===== config.mk =====
export PLATFORM = sky130hd
export DESIGN_NAME = tlsib_ctrl
export DESIGN_NICKNAME = d
export VERILOG_FILES = /design/src/hdl/tlsib_pkg.sv /design/src/hdl/tlsib_ctrl.sv
export SDC_FILE = /design/constraint.sdc
export NUM_CORES = 1
export LEC_CHECK = 0
export BUFFER_PORTS_ARGS = -buffer_cell sky130_fd_sc_hd__buf_2
export CAP_MARGIN = 10
export CELL_PAD_IN_SITES_DETAIL_PLACEMENT = 1
export CELL_PAD_IN_SITES_GLOBAL_PLACEMENT = 1
export CORE_MARGIN = 5
export CORE_UTILIZATION = 31
export CTS_BUF_LIST = sky130_fd_sc_hd__clkbuf_8
export DETAILED_ROUTE_END_ITERATION = 6
export GPL_TIMING_DRIVEN = 0
export PLACE_DENSITY_LB_ADDON = 0.15
export SETUP_SLACK_MARGIN = 0.2
export SYNTH_ARGS = -nofsm -noshare
export SYNTH_HDL_FRONTEND = slang
export SYNTH_SLANG_ARGS = --single-unit

===== constraint.sdc =====
create_clock -name i_clk -period 1.8 [get_ports i_clk]
set_input_delay 0.36 -clock i_clk [delete_from_list [all_inputs] [get_ports i_clk]]
set_output_delay 0.36 -clock i_clk [all_outputs]
set_load 0.05 [all_outputs]

===== src/hdl/tlsib_pkg.sv =====
// ----------------------------------------------------------------------------
// tlsib_pkg
// shared constants, codes and controller/datapath types of the line-scan binner
// ----------------------------------------------------------------------------
package tlsib_pkg;

    localparam int DEF_MAX_COLUMNS       = 256;
    localparam int DEF_MAX_LINES         = 256;
    localparam int DEF_LINE_BUFFER_DEPTH = 64;

    localparam int CFG_IDX_W  = 3;
    localparam int CFG_DATA_W = 16;
    localparam int REC_W      = 32;
    localparam int TIME_W     = 48;
    localparam int MT_W       = 12;
    localparam int OVF_W      = 32;
    localparam int FRAME_W    = 17;
    localparam int LINE_W     = 10;

    localparam logic [CFG_IDX_W-1:0] REG_CHANNEL  = 3'd0;
    localparam logic [CFG_IDX_W-1:0] REG_FRAME    = 3'd1;
    localparam logic [CFG_IDX_W-1:0] REG_WIDTH    = 3'd2;
    localparam logic [CFG_IDX_W-1:0] REG_HEIGHT   = 3'd3;
    localparam logic [CFG_IDX_W-1:0] REG_PIX_LIM  = 3'd4;
    localparam logic [CFG_IDX_W-1:0] REG_LINE_LIM = 3'd5;

    localparam logic [3:0]      CH_ROUTE      = 4'hF;
    localparam logic [MT_W-1:0] RT_OVERFLOW   = 12'd0;
    localparam logic [MT_W-1:0] RT_LINE_START = 12'd1;
    localparam logic [MT_W-1:0] RT_LINE_STOP  = 12'd2;
    localparam logic [MT_W-1:0] RT_FRAME      = 12'd4;

    localparam logic [1:0] ST_PHOTON    = 2'd0;
    localparam logic [1:0] ST_FRAME_END = 2'd1;
    localparam logic [1:0] ST_PIX_OVF   = 2'd2;
    localparam logic [1:0] ST_LINE_OVF  = 2'd3;

    localparam logic [LINE_W-1:0] LINE_SAT = 10'd1023;

    typedef struct packed {
        logic [7:0]      col;
        logic [7:0]      row;
        logic [7:0]      slot;
        logic [MT_W-1:0] mt;
        logic [1:0]      st;
    } t_res;

    typedef struct packed {
        logic accept;
        logic clr_step;
        logic chk;
        logic mul;
        logic div_step;
        logic gen_pix;
        logic gen_ovf;
        logic next_p;
        logic flush;
    } t_cmd;

    typedef struct packed {
        logic rec_bin;
        logic clr_done;
        logic in_win;
        logic p_more;
        logic div_done;
        logic pix_hit;
        logic gen_ok;
        logic out_free;
    } t_sts;

endpackage


===== src/hdl/tlsib_ctrl.sv =====
// ----------------------------------------------------------------------------
// tlsib_ctrl
// sequencer: store clear, record intake and per-photon line binning steps
// ----------------------------------------------------------------------------
module tlsib_ctrl (
    input  logic            i_clk,
    input  logic            i_rst_n,
    input  logic            i_in_valid,
    output logic            o_in_ready,
    input  tlsib_pkg::t_sts i_sts,
    output tlsib_pkg::t_cmd o_cmd
);
    import tlsib_pkg::*;

    localparam logic [3:0] S_CLEAR = 4'd0;
    localparam logic [3:0] S_IDLE  = 4'd1;
    localparam logic [3:0] S_RD    = 4'd2;
    localparam logic [3:0] S_CHK   = 4'd3;
    localparam logic [3:0] S_MUL   = 4'd4;
    localparam logic [3:0] S_DIV   = 4'd5;
    localparam logic [3:0] S_PRD   = 4'd6;
    localparam logic [3:0] S_PWR   = 4'd7;
    localparam logic [3:0] S_OVF   = 4'd8;
    localparam logic [3:0] S_FLUSH = 4'd9;

    logic [3:0] r_state, n_state;

    always_ff @(posedge i_clk) begin
        if (!i_rst_n) begin
            r_state <= S_CLEAR;
        end else begin
            r_state <= n_state;
        end
    end

    always_comb begin
        n_state    = r_state;
        o_cmd      = '0;
        o_in_ready = 1'b0;
        case (r_state)
            S_CLEAR: begin
                o_cmd.clr_step = 1'b1;
                if (i_sts.clr_done) begin
                    n_state = S_IDLE;
                end
            end
            S_IDLE: begin
                o_in_ready   = i_sts.out_free;
                o_cmd.accept = i_in_valid && i_sts.out_free;
                if (o_cmd.accept && i_sts.rec_bin) begin
                    n_state = S_RD;
                end
            end
            S_RD: begin
                n_state = S_CHK;
            end
            S_CHK: begin
                o_cmd.chk = 1'b1;
                if (i_sts.in_win) begin
                    n_state = S_MUL;
                end else begin
                    o_cmd.next_p = 1'b1;
                    n_state      = i_sts.p_more ? S_RD : S_FLUSH;
                end
            end
            S_MUL: begin
                o_cmd.mul = 1'b1;
                n_state   = S_DIV;
            end
            S_DIV: begin
                o_cmd.div_step = 1'b1;
                if (i_sts.div_done) begin
                    n_state = S_PRD;
                end
            end
            S_PRD: begin
                n_state = S_PWR;
            end
            S_PWR: begin
                if (i_sts.gen_ok) begin
                    o_cmd.gen_pix = 1'b1;
                    if (i_sts.pix_hit) begin
                        n_state = S_OVF;
                    end else begin
                        o_cmd.next_p = 1'b1;
                        n_state      = i_sts.p_more ? S_RD : S_FLUSH;
                    end
                end
            end
            S_OVF: begin
                if (i_sts.gen_ok) begin
                    o_cmd.gen_ovf = 1'b1;
                    n_state       = S_FLUSH;
                end
            end
            S_FLUSH: begin
                if (i_sts.gen_ok) begin
                    o_cmd.flush = 1'b1;
                    n_state     = S_IDLE;
                end
            end
            default: begin
                n_state = S_CLEAR;
            end
        endcase
    end

endmodule


==> metrics.md, run 1 <==
| Metric | Value |
|---|---|
| Outcome | `finished, final reports clean` |
| Vias per inst | `5.57` |
| Hold Fails Final Rpt | `0` |
| Max VDD drop | `0.811 mV` |
| Largest net degree at the start of global routing | `11` |
| Mapped cell area | `443 um2` |
| Area grow syn2layout | `93.8%` |
| Setup CP Type | `flip-flop to output port` |
| Average size of a mapped cell | `7.38 um2` |
| Fraction of registers with async set/reset | `0` |
| Die height | `47.8 um` |
| Largest register by flop count | `r_state` |
| Share of cells above drive strength 1 | `0.600` |
| Num ports | `21` |
| Hold-fix buffers, CTS | `0` |
| Total CTS buffers | `3` |
| Row count | `13` |
| #FFs+latches synth | `4` |
| Chip width | `47.8 um` |
| Critical Path, Cell by Cell | `buf_6 > or3b_4 > buf_6 > nor3_4 > buf_6` |
| Starting Density | `0.332` |
| Fin crit share | `0.997` |
| PortBufs | `20` |
| CP startpoint kind | `flip-flop` |
| Peak Freq | `0.557 GHz` |
| EDFF count, synth | `0` |
| Final setup vio count | `0` |
| Diodes inserted | `0` |
| Slowest cell on crit path | `or3b_4` |
| Commonest non-fill, non-tap cell in the layout | `buf_2` |
| Antenna violations before repair | `0` |
| Register area share after synthesis | `0.181` |
| WP data arrival | `1.44 ns` |
| CP max stage delay | `0.38 ns` |
| Dpl hpwl | `1.09 mm` |
| Die ar. | `2280 um2` |
| Layout Nets | `103` |
| Maxcap violations | `0` |
| M1 WL | `869 um` |
| Max layer used | `met4` |
| CTS H-tree lvls | `1` |
| Slew HR | `0.718` |
| Setup crit end kind | `output port` |
| Crit path max fanout | `4` |
| Min-delay worst type | `input pin to flip-flop` |
| Setup Total Neg Slack | `0 ns` |
| GRT Resource Usage Total | `0.149` |
| Non-filler cells, final | `105` |
| Inst Count DP | `95` |
| Unrepaired setup endpoints after global routing | `true` |
| Skew final | `0.000554 ns` |
| Drc violations | `0` |
| Mapped Nets | `71` |
| Met2 WL | `1.10 mm` |
| TritonCTS clock tree | `yes` |
| Pleak | `0.365 nW` |
| Skew-Pair Late Insertion Delay | `0.21 ns` |
| Most used cell, CP | `buf_6` |
| Cells after Synth | `60` |
| Most frequent cells in the layout | `buf_2 (11), buf_6 (10), buf_4 (8), nor3_4 (5)` |
| Clk slew on worst S/H paths | `0.03 ns` |
| Placer Congestion | `0.827` |
| YS warnings | `0` |
| Vias | `585` |
| Drt wl/cell | `19.3 um` |
| Ys flop type | `dfxtp_1` |
| Final Max Tran Viols | `0` |
| Final min period | `1.80 ns` |
| CTS sink cnt | `4` |
| Max reg flops | `4` |
| Vias in the first global route | `564` |
| Core area | `1330 um2` |
| Yosys cell types | `31` |
| Routed met3 length | `42 um` |
| Critical Path RT | `1.44 ns` |
| Max Buffers Root-to-Sink | `2` |
| First-pass GRT wire length | `2.38 mm` |
| Slew @ Worst Pin | `0.419 ns` |
| Initial drt markers | `6` |
| Root Driver | `clkbuf_8` |
| DRT Pass-1 Iters | `3` |
| DRT antenna net count | `0` |
| PD cells | `1070 nW/um2` |
| Biggest regs | `r_state: 4 flops` |
| Grt ovf | `0` |
| Fillers | `140` |
| Final wirelength | `2.03 mm` |
## path summary, 6_finish.rpt
kind / start / endpoint / slack, ns / cells after the start
hold / removal: i_rst_n / r_state[0] / 0.42 / 3
hold reg to reg: r_state[2] / r_state[2] / 0.70 / 3
setup reg to reg: r_state[1] / r_state[0] / 0.14 / 7
setup / recovery: r_state[1] / o_cmd[0] / 0.005 / 5
## area by class of cell
cell class | count | area (um2) | area share
Inverter | 4 | 15.0 | 0.0175
Tap cell | 15 | 18.8 | 0.0219
Buffer | 5 | 53.8 | 0.0627
Multi-Input combinational cell | 47 | 424 | 0.494
Sequential cell | 4 | 86.3 | 0.101
Timing Repair Buffer | 27 | 219 | 0.255
Clock buffer | 3 | 41.3 | 0.0481
## cells in the mapped netlist, types with 2 or more instances
library cell / instances / area [um2]
buf_6: 2 / 22.5
o21ai_0: 2 / 10.0
nand2_1: 4 / 15.0
nor2_1: 5 / 18.8
and2_1: 2 / 12.5
nand3_1: 2 / 10.0
buf_2: 2 / 10.0
nor3b_1: 2 / 15.0
a21oi_1: 3 / 15.0
mux2i_1: 3 / 30.0
dfxtp_1: 4 / 80.1
nor3_1: 5 / 25.0
inv_1: 4 / 15.0
or3_1: 2 / 12.5
and3_1: 2 / 12.5
## critical path, delay by kind of cell, from the launching register on
family	cells	cell delay (ns)
DFF	1	0.29
and+or+nand+nor	2	0.49
buffers and inverters	3	0.44
## metrics by stage
stage                     cell area (um2)  hold slack [ns]  setup WS [ns]   util  power [mW]
after global routing                  858            0.451        -0.0712  0.644       0.976
final                                 858            0.419        0.00489  0.644       0.920
after CTS                             746            0.427        0.00406  0.559       0.766
after global placement                607            0.642          0.137  0.455       0.494
after detailed placement              607            0.652          0.118  0.455       0.501
after floorplan                       488            0.510        -0.0782      -       0.420
## per-layer routing
| layer | vias up | global-route usage |
|---|---|---|
| li1 | 287 | - |
| met1 | 282 | 0.166 |
| met2 | 14 | 0.282 |
| met3 | 2 | 0.0338 |
| met4 | 0 | 0.0323 |
| met5 | - | 0 |
## logic make-up (layout without fill, tap and decap cells)
| kind of cell | count (synthesis) | in the layout | synth area share |
|---|---|---|---|
| simple gates | 30 | 30 | 0.376 |
| compound gates | 14 | 14 | 0.260 |
| buf+inv | 9 | 39 | 0.116 |
| flops | 4 | 4 | 0.181 |
| mux | 3 | 3 | 0.0678 |
## power by group
group          switching [mW]  internal (mW)
sequential             0.0167          0.112
combinational           0.334          0.278
clock                  0.0378          0.142
total                   0.388          0.532
## timing repair
item                       4_1_cts  5_1_grt
buffers inserted                 2        5
setup endpoints to repair       10       14
pin swaps                        1        4
gates resized for setup         25       20
Power figures use the tool's default switching activity.
==> inputs of run 2 (changes only) <==
Settings changed: BUFFER_PORTS_ARGS -buffer_cell sky130_fd_sc_hd__buf_2 to not set, CORE_AREA set to 5 5 42 44, CORE_MARGIN 5 to not set, CORE_UTILIZATION 31 to not set, DIE_AREA set to 0 0 47 49, DONT_BUFFER_PORTS set to 1.
Clock period 1.8 ns to 2 ns, I/O delays scaled along.
==> metrics.md, run 2 (same netlist as run 1, synthesis figures left out) <==
| Metric | Value |
|---|---|
| Outcome | `complete, but fails checks` |
| Failing checks | `negative setup slack` |
| Peak Freq | `0.499 GHz` |
| Slew @ Worst Pin | `0.719 ns` |
| Vias | `491` |
| Multi-input combinational cell area | `415 um2` |
| Max Buffers Root-to-Sink | `2` |
| Crit path max fanout | `5` |
| Reg-to-reg startpoint | `r_state[3]` |
| Pleak | `0.263 nW` |
| Die ar. | `2300 um2` |
| Setup CP Type | `flip-flop to output port` |
| PD cells | `1040 nW/um2` |
| Hold Startpoint | `i_rst_n` |
| Core area | `1400 um2` |
| Fin area | `674 um2` |
| Dpl hpwl | `991 um` |
| Most frequent cells in the layout | `buf_4 (6), nor3_4 (5), inv_1 (4)` |
| TritonCTS clock tree | `yes` |
| DRT Pass-1 Iters | `2` |
| Skew-Pair Late Insertion Delay | `0.21 ns` |
| Largest net degree at the start of global routing | `11` |
| Maxcap violations | `0` |
| Final wirelength | `1.50 mm` |
| PortBufs | `0` |
| CP startpoint kind | `flip-flop` |
| Area grow syn2layout | `52.3%` |
| DRT antenna net count | `0` |
| Clk slew on worst S/H paths | `0.03 ns` |
| Setup crit end kind | `output port` |
| Vias in the first global route | `528` |
| Final core area utilization | `0.481` |
| Largest register by flop count | `r_state` |
| Final min period | `2.00 ns` |
| Final setup vio count | `1` |
| First-pass GRT wire length | `2.36 mm` |
| Critical Path RT | `1.60 ns` |
| Hold Fails Final Rpt | `0` |
| CTS H-tree lvls | `1` |
| Final Max Tran Viols | `0` |
| Placed Area | `500 um2` |
| Initial drt markers | `4` |
| Row count | `14` |
| Hold-fix buffers, CTS | `0` |
| Min-delay worst type | `input pin to flip-flop` |
| Max VDD drop | `0.642 mV` |
| Diodes inserted | `0` |
| Post-Place Setup Slack | `0.0216 ns` |
| Fillers | `168` |
| Register area | `83.8 um2` |
| Slew HR | `0.517` |
| Drc violations | `0` |
| Grt ovf | `0` |
| Share of cells above drive strength 1 | `0.493` |
| Skew final | `0.00276 ns` |
| WP data arrival | `1.60 ns` |
| Max reg flops | `4` |
| Root Driver | `clkbuf_8` |
| Layout Nets | `82` |
| GRT Resource Usage Total | `0.139` |
| Antenna violations before repair | `0` |
| Total CTS buffers | `3` |
| Biggest regs | `r_state: 4 flops` |
| Drt wl/cell | `17.6 um` |
| Vias per inst | `5.78` |
| Chip width | `47 um` |
| Commonest non-fill, non-tap cell in the layout | `buf_4` |
| Unrepaired setup endpoints after global routing | `true` |
| Fin crit share | `1.00` |
| Num ports | `21` |
| Die height | `49 um` |
| Placer Congestion | `0.750` |
| CTS sink cnt | `4` |
| CP startpoint | `r_state[1]` |
| Starting Density | `0.316` |
| Setup WS post-layout | `-0.00386 ns` |
## run 2: cell types whose count changed in the layout (fill, tap and decap cells not counted), moves of 2 or more
| cell | change |
|---|---|
| nor2_2 | +2 |
| buf_6 | -7 |
| buf_8 | -2 |
| buf_2 | -10 |
| buf_4 | -2 |
## run 2: worst paths after layout
check	endpoint	slack [ns]	cells past startpoint
hold / removal	r_state[0]	0.33	2
hold reg to reg	r_state[2]	0.70	3
setup reg to reg	r_state[2]	0.41	6
setup / recovery	o_cmd[2]	-0.004	4
## run 2: report_power, final
| part | switching [mW] | internal [mW] | total [mW] |
|---|---|---|---|
| combinational | 0.247 | 0.174 | 0.421 |
| clock | 0.0383 | 0.128 | 0.166 |
| sequential | 0.0161 | 0.0980 | 0.114 |
## run 2: cell type report
type	instances	share of cell area
clock buffers	3	0.0612
repair buffers	6	0.0668
multi-input cells	47	0.616
flip-flops and latches	4	0.124
plain buffers	5	0.0798
inverters	4	0.0223
well taps	16	0.0297
## run 2: metrics by stage
stage	hold WS (ns)	setup TNS, ns	instances	power [mW]
detailed placement	0.562	0	76	0.418
CTS	0.336	-0.00254	84	0.686
floorplan	0.550	0	60	0.377
global placement	0.562	0	76	0.413
finish	0.335	-0.00386	85	0.701
global route	0.342	-0.0480	85	0.742
## run 2: routing by layer
| metal | vias up | part of all wire | track usage |
|---|---|---|---|
| met4 | 0 | 0 | 0.0276 |
| met1 | 239 | 0.39 | 0.164 |
| met5 | - | 0 | 0 |
| met2 | 12 | 0.55 | 0.235 |
| met3 | 0 | 0.055 | 0.0480 |
| li1 | 240 | - | - |
## run 2: critical path: stages (launching register included)
cell,delay [ns]
dfxtp_1,0.29
buf_6,0.12
or3b_4,0.36
buf_6,0.14
nor3_4,0.48
## run 2: what timing repair did
action / in CTS / in global routing
hold endpoints to repair: 0 / 0
endpoints found under the setup margin: 9 / 7
setup buffers: 5 / 1
gates resized for setup: 19 / 6
pin swaps: 4 / 3
==> inputs of run 3 (changes only) <==
--- a/config.mk
+++ b/config.mk
@@ -8,3 +8,3 @@
 export CAP_MARGIN = 10
-export CELL_PAD_IN_SITES_DETAIL_PLACEMENT = 1
+export CELL_PAD_IN_SITES_DETAIL_PLACEMENT = 0
 export CELL_PAD_IN_SITES_GLOBAL_PLACEMENT = 1
--- a/constraint.sdc
+++ b/constraint.sdc
@@ -3,2 +3,2 @@
 set_output_delay 0.4 -clock i_clk [all_outputs]
-set_load 0.05 [all_outputs]
+set_load 0.1 [all_outputs]
==> metrics.md, run 3 (same netlist as run 1, synthesis figures left out) <==
| Metric | Value |
|---|---|
| TritonCTS clock tree | `yes` |
| Vias in the first global route | `477` |
| Commonest non-fill, non-tap cell in the layout | `buf_4` |
| Share of cells above drive strength 1 | `0.573` |
| CTS sink cnt | `4` |
| Biggest regs | `r_state: 4 flops` |
| Skew-Pair Late Insertion Delay | `0.22 ns` |
| Die ar. | `2300 um2` |
| Largest net degree at the start of global routing | `11` |
| Hold Fails Final Rpt | `0` |
| M1 WL | `661 um` |
| Largest register by flop count | `r_state` |
| Crit path max fanout | `3` |
| DRT antenna net count | `0` |
| Fin area | `800 um2` |
| DRT Pass-1 Iters | `2` |
| Skew final | `0.00318 ns` |
| Most frequent cells in the layout | `buf_4 (11), nor3_4 (5), inv_1 (4)` |
| Final Max Tran Viols | `0` |
| Num ports | `21` |
| Drc violations | `0` |
| Worst reg2reg setup slack | `0.31 ns` |
| Max layer used | `met3` |
| Diodes inserted | `0` |
| Root Driver | `clkbuf_8` |
| Min-delay worst type | `input pin to flip-flop` |
| Setup CP Type | `flip-flop to output port` |
| Final setup vio count | `6` |
| Placed Area | `559 um2` |
| Starting Density | `0.316` |
| Routed met3 length | `74 um` |
| Final Power | `897 uW` |
| Failing checks | `negative setup slack` |
| Total CTS buffers | `3` |
| CTS H-tree lvls | `1` |
| Hold-fix buffers, CTS | `0` |
| Setup crit end kind | `output port` |
| Final wirelength | `1.43 mm` |
| Post-Place Setup Slack | `-0.130 ns` |
| GRT Resource Usage Total | `0.138` |
| Slew @ Worst Pin | `0.986 ns` |
| Placer Congestion | `0.676` |
| Pleak | `0.300 nW` |
| Max reg flops | `4` |
| Outcome | `complete, but fails checks` |
| Met2 WL | `695 um` |
| Final min period | `2.28 ns` |
| Max Buffers Root-to-Sink | `2` |
| Maxcap violations | `0` |
| Vias | `504` |
| Vias per inst | `5.54` |
| Antenna violations before repair | `0` |
| Drt wl/cell | `15.7 um` |
| Unrepaired setup endpoints after global routing | `true` |
| Peak Freq | `0.439 GHz` |
| Layout Nets | `88` |
| Clk slew on worst S/H paths | `0.03 ns` |
| Dpl hpwl | `940 um` |
| Critical Path RT | `1.60 ns` |
| Initial drt markers | `6` |
| Row count | `14` |
| Grt ovf | `0` |
| Core area | `1400 um2` |
| CP startpoint kind | `flip-flop` |
| Max VDD drop | `0.700 mV` |
| First-pass GRT wire length | `2.31 mm` |
| PortBufs | `0` |
| Slew HR | `0.341` |
| WP data arrival | `1.88 ns` |
| Chip width | `47 um` |
| Setup WS post-layout | `-0.277 ns` |
| PD cells | `1120 nW/um2` |
| Die height | `49 um` |
| Area grow syn2layout | `80.5%` |
| Fin crit share | `1.14` |
run 3: per-stage QoR:
| step | hold WS (ns) | setup TNS (ns) | utilization | std cells |
|---|---|---|---|---|
| 2_1_floorplan | 0.551 | -0.161 | - | 60 |
| 3_3_place_gp | 0.567 | -0.634 | 0.388 | 76 |
| 3_5_place_dp | 0.573 | -0.469 | 0.399 | 77 |
| 4_1_cts | 0.341 | -0.825 | 0.491 | 86 |
| 5_1_grt | 0.363 | -1.11 | 0.571 | 91 |
| 6_report | 0.340 | -0.810 | 0.571 | 91 |
run 3: worst paths after layout:
path / from / depth (start not counted) / endpoint
setup reg to reg: r_state[1] / 8 / r_state[1]
hold / removal: i_rst_n / 2 / r_state[0]
hold reg to reg: r_state[3] / 3 / r_state[3]
setup / recovery: r_state[1] / 4 / o_cmd[2]
run 3: worst max-delay path: stages (launching register included):
cell	delay, ns
dfxtp_2	0.31
buf_6	0.11
or3b_4	0.36
buf_6	0.14
nor3_4	0.75
run 3: where the power goes:
group          switching (mW)  internal (mW)
logic                   0.369          0.248
registers              0.0148         0.0982
clock network          0.0391          0.128
run 3: timing repair:
item | CTS | global route
endpoints found under the setup margin | 10 | 11
setup buffers | 6 | 5
pin swaps | 7 | 8
resized for setup | 15 | 15
run 3: cell type report:
type,instances,area [um2]
plain buffers,5,56.3
fillers,131,602
flip-flops and latches,4,87.6
multi-input cells,47,469
repair buffers,12,110
well taps,16,20.0
inverters,4,15.0
clock buffers,3,41.3
run 3: routing by layer:
layer	vias up	track usage
li1	254	-
met1	239	0.187
met2	11	0.204
met3	0	0.0664
met4	0	0.0138
met5	-	0
